==> config.mk <==
export PLATFORM = sky130hd
export DESIGN_NAME = rpc_update
export DESIGN_NICKNAME = d
export VERILOG_FILES = /design/src/hdl/rpc_pkg.sv /design/src/hdl/rpc_update.sv
export SDC_FILE = /design/constraint.sdc
export NUM_CORES = 2
export LEC_CHECK = 0
export ABC_AREA = 1
export BUFFER_PORTS_ARGS = -buffer_cell sky130_fd_sc_hd__clkbuf_2
export CORE_AREA = 2 2 415 417
export DETAILED_ROUTE_END_ITERATION = 8
export DIE_AREA = 0 0 417 419
export SLEW_MARGIN = 10
export SYNTH_ARGS = -nofsm -noshare
export SYNTH_HDL_FRONTEND = slang
export SYNTH_SLANG_ARGS = --single-unit
==> constraint.sdc <==
create_clock -name vclk -period 4.9
set_input_delay 0.49 -clock vclk [all_inputs]
set_output_delay 0.49 -clock vclk [all_outputs]
set_load 0.005 [all_outputs]
==> src/hdl/rpc_pkg.sv <==
// ----------------------------------------------------------------------------
// rpc_pkg
// Shared types and constants of the region profile counter table: item and
// result beats, opcodes, status codes and the stored entry layout.
// ----------------------------------------------------------------------------
package rpc_pkg;

	localparam int unsigned REGION_W = 6;
	localparam int unsigned DEPTH_W  = 8;
	localparam int unsigned TIME_W   = 40;
	localparam int unsigned SUM_W    = 48;
	localparam int unsigned CNT_W    = 32;

	typedef enum logic [1:0] {
		OP_START = 2'd0,
		OP_END   = 2'd1,
		OP_CLEAR = 2'd2,
		OP_READ  = 2'd3
	} rpc_op_t;

	typedef enum logic [2:0] {
		ST_OK       = 3'd0,
		ST_OVERFLOW = 3'd1,
		ST_UNKNOWN  = 3'd2,
		ST_NO_START = 3'd3,
		ST_DISABLED = 3'd4,
		ST_NEG_WALL = 3'd5
	} rpc_status_t;

	typedef struct packed {
		logic [1:0]          op;
		logic [REGION_W-1:0] region;
		logic [DEPTH_W-1:0]  max_nesting;
		logic [TIME_W-1:0]   wall_time;
		logic [TIME_W-1:0]   user_time;
		logic [TIME_W-1:0]   system_time;
	} rpc_item_t;

	typedef struct packed {
		logic [2:0]               status;
		logic [DEPTH_W-1:0]       depth;
		logic [CNT_W-1:0]         occurrences;
		logic signed [SUM_W-1:0]  wall_total;
		logic signed [SUM_W-1:0]  user_total;
		logic signed [SUM_W-1:0]  system_total;
	} rpc_result_t;

	// base = total minus the timestamp latched at the outermost start, so that
	// closing the outermost level is a single add of the current timestamp
	typedef struct packed {
		logic               valid;
		logic [DEPTH_W-1:0] depth;
		logic [TIME_W-1:0]  wall_mark;
		logic [SUM_W-1:0]   wall_base;
		logic [SUM_W-1:0]   user_base;
		logic [SUM_W-1:0]   system_base;
		logic [SUM_W-1:0]   wall_sum;
		logic [SUM_W-1:0]   user_sum;
		logic [SUM_W-1:0]   system_sum;
		logic [CNT_W-1:0]   count;
	} rpc_entry_t;

endpackage

==> src/hdl/rpc_update.sv <==
// ----------------------------------------------------------------------------
// rpc_update
// Next entry and result for one beat, given the current entry of its region.
// ----------------------------------------------------------------------------
module rpc_update (
	input  rpc_pkg::rpc_item_t   item,
	input  logic                 enable,
	input  logic                 in_range,
	input  rpc_pkg::rpc_entry_t  cur,
	output rpc_pkg::rpc_entry_t  nxt,
	output rpc_pkg::rpc_result_t result
);

	logic [rpc_pkg::SUM_W-1:0] wall_now;
	logic [rpc_pkg::SUM_W-1:0] user_now;
	logic [rpc_pkg::SUM_W-1:0] system_now;
	logic [rpc_pkg::SUM_W-1:0] wall_src;
	logic [rpc_pkg::SUM_W-1:0] user_src;
	logic [rpc_pkg::SUM_W-1:0] system_src;
	logic [rpc_pkg::SUM_W-1:0] wall_base_new;
	logic [rpc_pkg::SUM_W-1:0] user_base_new;
	logic [rpc_pkg::SUM_W-1:0] system_base_new;
	logic [rpc_pkg::SUM_W-1:0] wall_sum_new;
	logic [rpc_pkg::SUM_W-1:0] user_sum_new;
	logic [rpc_pkg::SUM_W-1:0] system_sum_new;
	logic                      wall_neg;
	logic [2:0]                status;

	assign wall_now   = rpc_pkg::SUM_W'(item.wall_time);
	assign user_now   = rpc_pkg::SUM_W'(item.user_time);
	assign system_now = rpc_pkg::SUM_W'(item.system_time);

	// a first start begins from zero totals
	assign wall_src   = cur.valid ? cur.wall_sum : '0;
	assign user_src   = cur.valid ? cur.user_sum : '0;
	assign system_src = cur.valid ? cur.system_sum : '0;

	assign wall_base_new   = wall_src - wall_now;
	assign user_base_new   = user_src - user_now;
	assign system_base_new = system_src - system_now;

	assign wall_sum_new   = cur.wall_base + wall_now;
	assign user_sum_new   = cur.user_base + user_now;
	assign system_sum_new = cur.system_base + system_now;

	assign wall_neg = item.wall_time < cur.wall_mark;

	always_comb begin
		nxt    = cur;
		status = rpc_pkg::ST_OK;
		unique case (item.op)
			rpc_pkg::OP_START: begin
				if (!enable) begin
					status = rpc_pkg::ST_DISABLED;
				end else if (!cur.valid) begin
					nxt.valid       = 1'b1;
					nxt.depth       = rpc_pkg::DEPTH_W'(1);
					nxt.wall_mark   = item.wall_time;
					nxt.wall_base   = wall_base_new;
					nxt.user_base   = user_base_new;
					nxt.system_base = system_base_new;
					nxt.wall_sum    = '0;
					nxt.user_sum    = '0;
					nxt.system_sum  = '0;
					nxt.count       = '0;
				end else if (cur.depth >= item.max_nesting) begin
					status = rpc_pkg::ST_OVERFLOW;
				end else begin
					if (cur.depth == '0) begin
						nxt.wall_mark   = item.wall_time;
						nxt.wall_base   = wall_base_new;
						nxt.user_base   = user_base_new;
						nxt.system_base = system_base_new;
					end
					nxt.depth = cur.depth + rpc_pkg::DEPTH_W'(1);
				end
			end
			rpc_pkg::OP_END: begin
				if (!enable) begin
					status = rpc_pkg::ST_DISABLED;
				end else if (!cur.valid) begin
					status = rpc_pkg::ST_UNKNOWN;
				end else if (cur.depth == '0) begin
					status = rpc_pkg::ST_NO_START;
				end else begin
					nxt.depth = cur.depth - rpc_pkg::DEPTH_W'(1);
					nxt.count = cur.count + rpc_pkg::CNT_W'(1);
					// closing the outermost level
					if (cur.depth == rpc_pkg::DEPTH_W'(1)) begin
						nxt.wall_sum   = wall_sum_new;
						nxt.user_sum   = user_sum_new;
						nxt.system_sum = system_sum_new;
						if (wall_neg) begin
							status = rpc_pkg::ST_NEG_WALL;
						end
					end
				end
			end
			rpc_pkg::OP_CLEAR: begin
				nxt       = '0;
				nxt.valid = 1'b1;
			end
			rpc_pkg::OP_READ: begin
				if (!cur.valid) begin
					status = rpc_pkg::ST_UNKNOWN;
				end
			end
			default: begin
				nxt = cur;
			end
		endcase
	end

	always_comb begin
		result = '0;
		if (!in_range) begin
			result.status = rpc_pkg::ST_UNKNOWN;
		end else begin
			result.status = status;
			if (nxt.valid) begin
				result.depth        = nxt.depth;
				result.occurrences  = nxt.count;
				result.wall_total   = nxt.wall_sum;
				result.user_total   = nxt.user_sum;
				result.system_total = nxt.system_sum;
			end
		end
	end

endmodule

-- Word-level counts from Yosys, hierarchy flattened
Index checks and enable logic that the tools add are counted.
- register bits: 0
- input bits: 507
- word-level logic and storage cells: 49
- reductions and logical operators: 2
- multiplexer cells: 32
- equal/unequal tests: 4
- $add $sub $neg: 9
- order comparisons: 2
- operator list (kind ; count):
    $mux W176 ; 4
    $mux W184 ; 3
    $pmux W176 S3 ; 1
    $mux W192 ; 2
    $mux W369 ; 1
    $pmux W184 S2 ; 1
    $add A48 B40 Y48 ; 3
    $mux W144 ; 1
    $mux W48 ; 3
    $sub A48 B40 Y48 ; 3
    $lt A40 B40 Y1 ; 1
    $add A32 B1 Y32 const B ; 1
    $mux W8 ; 3
    $pmux W8 S3 ; 1
    $mux W3 ; 7
    $pmux W3 S3 ; 1
    $add A8 B1 Y8 const B ; 1
    $eq A8 B1 Y1 const B ; 1
    $ge A8 B8 Y1 ; 1
    $logic_not A8 Y1 ; 1
    $sub A8 B1 Y8 const B ; 1
    $eq A2 B2 Y1 const B ; 2
    $eq A2 B1 Y1 const B ; 1
    $logic_not A2 Y1 ; 1
    3 further kinds ; 4

-- Logic depth before layout (Yosys ltp)
- depth after elaboration: 9
- gate-level depth with buffers: 22
- gate-level depth less buffers: 18

-- Worst setup path before layout
OpenSTA, ideal clock, no wires.
- path type: input to output
- from: input cur[368] (netlist name)
- to: output nxt[256] (netlist name)
- required time: 4.410 ns
- arrival time: 3.151 ns
- setup slack: 1.259 ns
- buffers on the path: 4
- cell stages on the path: 18
- cells stage by stage: buf_4 > buf_2 > clkbuf_1 > clkbuf_1 > nand2_1 > ha_1 > fa_1 > inv_1 > nand3_1 > nand2_1 > nand2_1 > nand3_1 > nand3_1 > nand2_1 > nand2_1 > a21oi_1 > nor2_1 > o21ai_1
- RTL lines (what ; RTL line ; RTL):
    start, declared ; rpc_update.sv:9 ; input rpc_pkg::rpc_entry_t cur,
    end, declared ; rpc_update.sv:10 ; output rpc_pkg::rpc_entry_t nxt,

==> summary.json <==
{
  "core_region_area_um2": 171000,
  "routed_wire_length_per_instance_um": 28.1,
  "start_kind": "primary input",
  "postRouteAntennaNets": 0,
  "maxClockFrequency_mhz": 219,
  "register_area_um2": 0,
  "syn_inst": 7652,
  "fin_nets": 9439,
  "power.leakage_nw": 27.6,
  "max_slew_margin": 0.129,
  "dr.first_iter.drc_count": 6240,
  "end_kind": "output pin",
  "cap_viol_max_count": 0,
  "synthDistinctLibCells": 51,
  "syn_avg_cell_area_um2": 4.59,
  "critPathKind": "primary input to output pin",
  "cts.repair.resized": 0,
  "num_vias": 54400,
  "grt_first_pass_wirelength_um": 405000,
  "die_w_um": 417,
  "remaining_drcs": 0,
  "syn_area_um2": 35100,
  "fillcell_total": 20900,
  "globalRouteOverflowTotal": 0,
  "synthesis_warning_total": 0,
  "firstDrtPassIters": 6,
  "timing.critical_path.required_ns": 4.41,
  "hold_viol_final": 0,
  "power.density_nw_per_um2": 122,
  "maximum_number_of_pins_on_one_net_before_global_route_repair": 92,
  "final.period_utilization": 0.932,
  "rsz0062_at_grt": "false",
  "ir_drop_uv": 46.6,
  "status": "completed",
  "final_area_um2": 43300,
  "hold_buffers": 0,
  "antenna_found_initial": 82,
  "drive_gt1_frac": 0.146,
  "finalNonFillerCells": 10900,
  "post-place-cells": 10900,
  "vias_per_cell": 4.98,
  "io_buffers": 1057,
  "total_power_mw": 5.28,
  "dp_hpwl_um": 272000,
  "critical_path_peak_fanout": 5,
  "shortest_period_the_worst_path_allows_ns": 4.56,
  "globalRouteTotalUtil": 0.333,
  "most_used_layer_global_route": "met2",
  "area.growth.synth_to_final_pct": 23.5,
  "hp-class": "primary input to output pin",
  "fin_tns_setup_ns": 0,
  "initial_utilization": 0.206,
  "maxSlewViolCount": 0,
  "rows": 152,
  "placed_cell_area_um2": 43200,
  "setup_viol_count_final": 0,
  "design.portCount": 1063,
  "clock_buffer_count": 0,
  "grt.met2_usage": 0.513,
  "design.seq.count": 0,
  "die-area_um2": 175000,
  "critPathArrivalTime_ns": 4.07,
  "number_of_nets_produced_by_synthesis": 8456,
  "timing_worst_slew_pin_value_ns": 1.29,
  "gp_congestion": 1.08,
  "routed_wl_um": 306000,
  "via_count_of_the_first_global_routing_pass": 49700,
  "cts_setup_buffers": 0,
  "ys_seq_area_frac": 0,
  "groute.layer.met1.usage": 0.421,
  "grt_use_met3": 0.0632,
  "die_y_um": 419
}
## path summary, 6_finish.rpt
path / to / start / cells past startpoint
hold / removal: result[184] / in_range / 4
setup / recovery: nxt[288] / cur[368] / 17
## critical path, cell delays in order
cell and delay [ns]:
buf_6 0.22, nand2_1 0.09, ha_1 0.23, inv_1 0.19, fa_1 0.34, nand2_1 0.11, o21ai_1 0.54, nand2_1 0.10
nand2_1 0.29, nand3_1 0.11, nand3_1 0.21, xnor2_1 0.15, buf_4 0.15, nand2_1 0.09, nand3_1 0.09, o21ai_0 0.39
clkbuf_2 0.25
## metrics by stage
step,worst slack (ns),util,hold slack [ns]
finish,0.335,0.254,1.30
global route,0.299,0.254,1.30
CTS,0.564,0.253,1.29
detailed placement,0.571,0.253,1.29
global placement,0.606,0.253,1.29
floorplan,1.26,-,1.06
## metal layers
layer | routed length (µm) | share of wire | vias to the layer above
li1 | - | - | 25600
met1 | 126000 | 0.41 | 25400
met2 | 131000 | 0.43 | 2778
met3 | 26100 | 0.085 | 599
met4 | 23100 | 0.075 | 22
met5 | 149 | 0.00049 | -
## area by class of cell
class | count | area (µm²) | share of cell area
multi-input cells | 5938 | 28500 | 0.658
repair buffers | 1153 | 6130 | 0.141
inverters | 1542 | 5800 | 0.134
well taps | 2233 | 2790 | 0.0645
diodes | 50 | 125 | 0.00289
## synthesized netlist by cell type (2+ instances only)
cell type / number / area, µm²
a21boi_0: 8 / 60.1
a21o_1: 5 / 37.5
a21oi_1: 487 / 2440
a22oi_1: 20 / 150
and2_1: 8 / 50.1
buf_1: 18 / 67.6
buf_2: 37 / 185
buf_4: 25 / 188
buf_6: 7 / 78.8
clkbuf_1: 85 / 319
fa_1: 6 / 120
ha_1: 291 / 3640
inv_1: 1520 / 5710
inv_2: 22 / 82.6
nand2_1: 3050 / 11400
nand2_2: 8 / 50.1
nand3_1: 499 / 2500
nand3_2: 3 / 30.0
nand3b_1: 35 / 263
nand4_1: 119 / 744
nor2_1: 726 / 2730
nor2_2: 3 / 18.8
nor2_4: 5 / 56.3
nor2_8: 3 / 60.1
nor3_1: 56 / 280
nor4_1: 8 / 50.1
o211ai_1: 17 / 128
o211ai_2: 2 / 25.0
o21a_1: 16 / 120
o21ai_0: 320 / 1600
o21ai_1: 24 / 120
o21ai_2: 10 / 87.6
o21bai_1: 61 / 458
o22ai_1: 11 / 68.8
o22ai_2: 5 / 62.6
o31ai_1: 2 / 15.0
or2_2: 37 / 231
xnor2_1: 55 / 482
xor2_1: 26 / 228
## kinds of logic (layout without fill, tap and decap cells)
kind of cell | Yosys count | in the layout | share of synthesized area
buf+inv | 1714 | 2695 | 0.189
compound gates | 995 | 995 | 0.155
other cells | 0 | 50 | 0
simple gates | 4565 | 4565 | 0.529
xor+xnor | 81 | 81 | 0.0202
fa+ha+maj | 297 | 297 | 0.107
## layout by cell type (no fill, tap or decap), types with 20 or more instances in the layout
cell,netlist,final
nand2_1,3050,3048
inv_1,1520,1520
clkbuf_2,0,1054
nor2_1,726,724
nand3_1,499,499
a21oi_1,487,487
o21ai_0,320,320
ha_1,291,291
nand4_1,119,119
buf_4,25,89
o21bai_1,61,61
nor3_1,56,56
xnor2_1,55,55
diode_2,0,50
or2_2,37,37
nand3b_1,35,35
xor2_1,26,26
o21ai_1,24,24
a22oi_1,20,20
## power by group
part           switching [mW]  leakage (nW)  internal, mW
clock                       0      0.000311    0.00000101
sequential                  0             0             0
combinational            3.78          27.6          1.50
(Power assumes the default switching activity.)
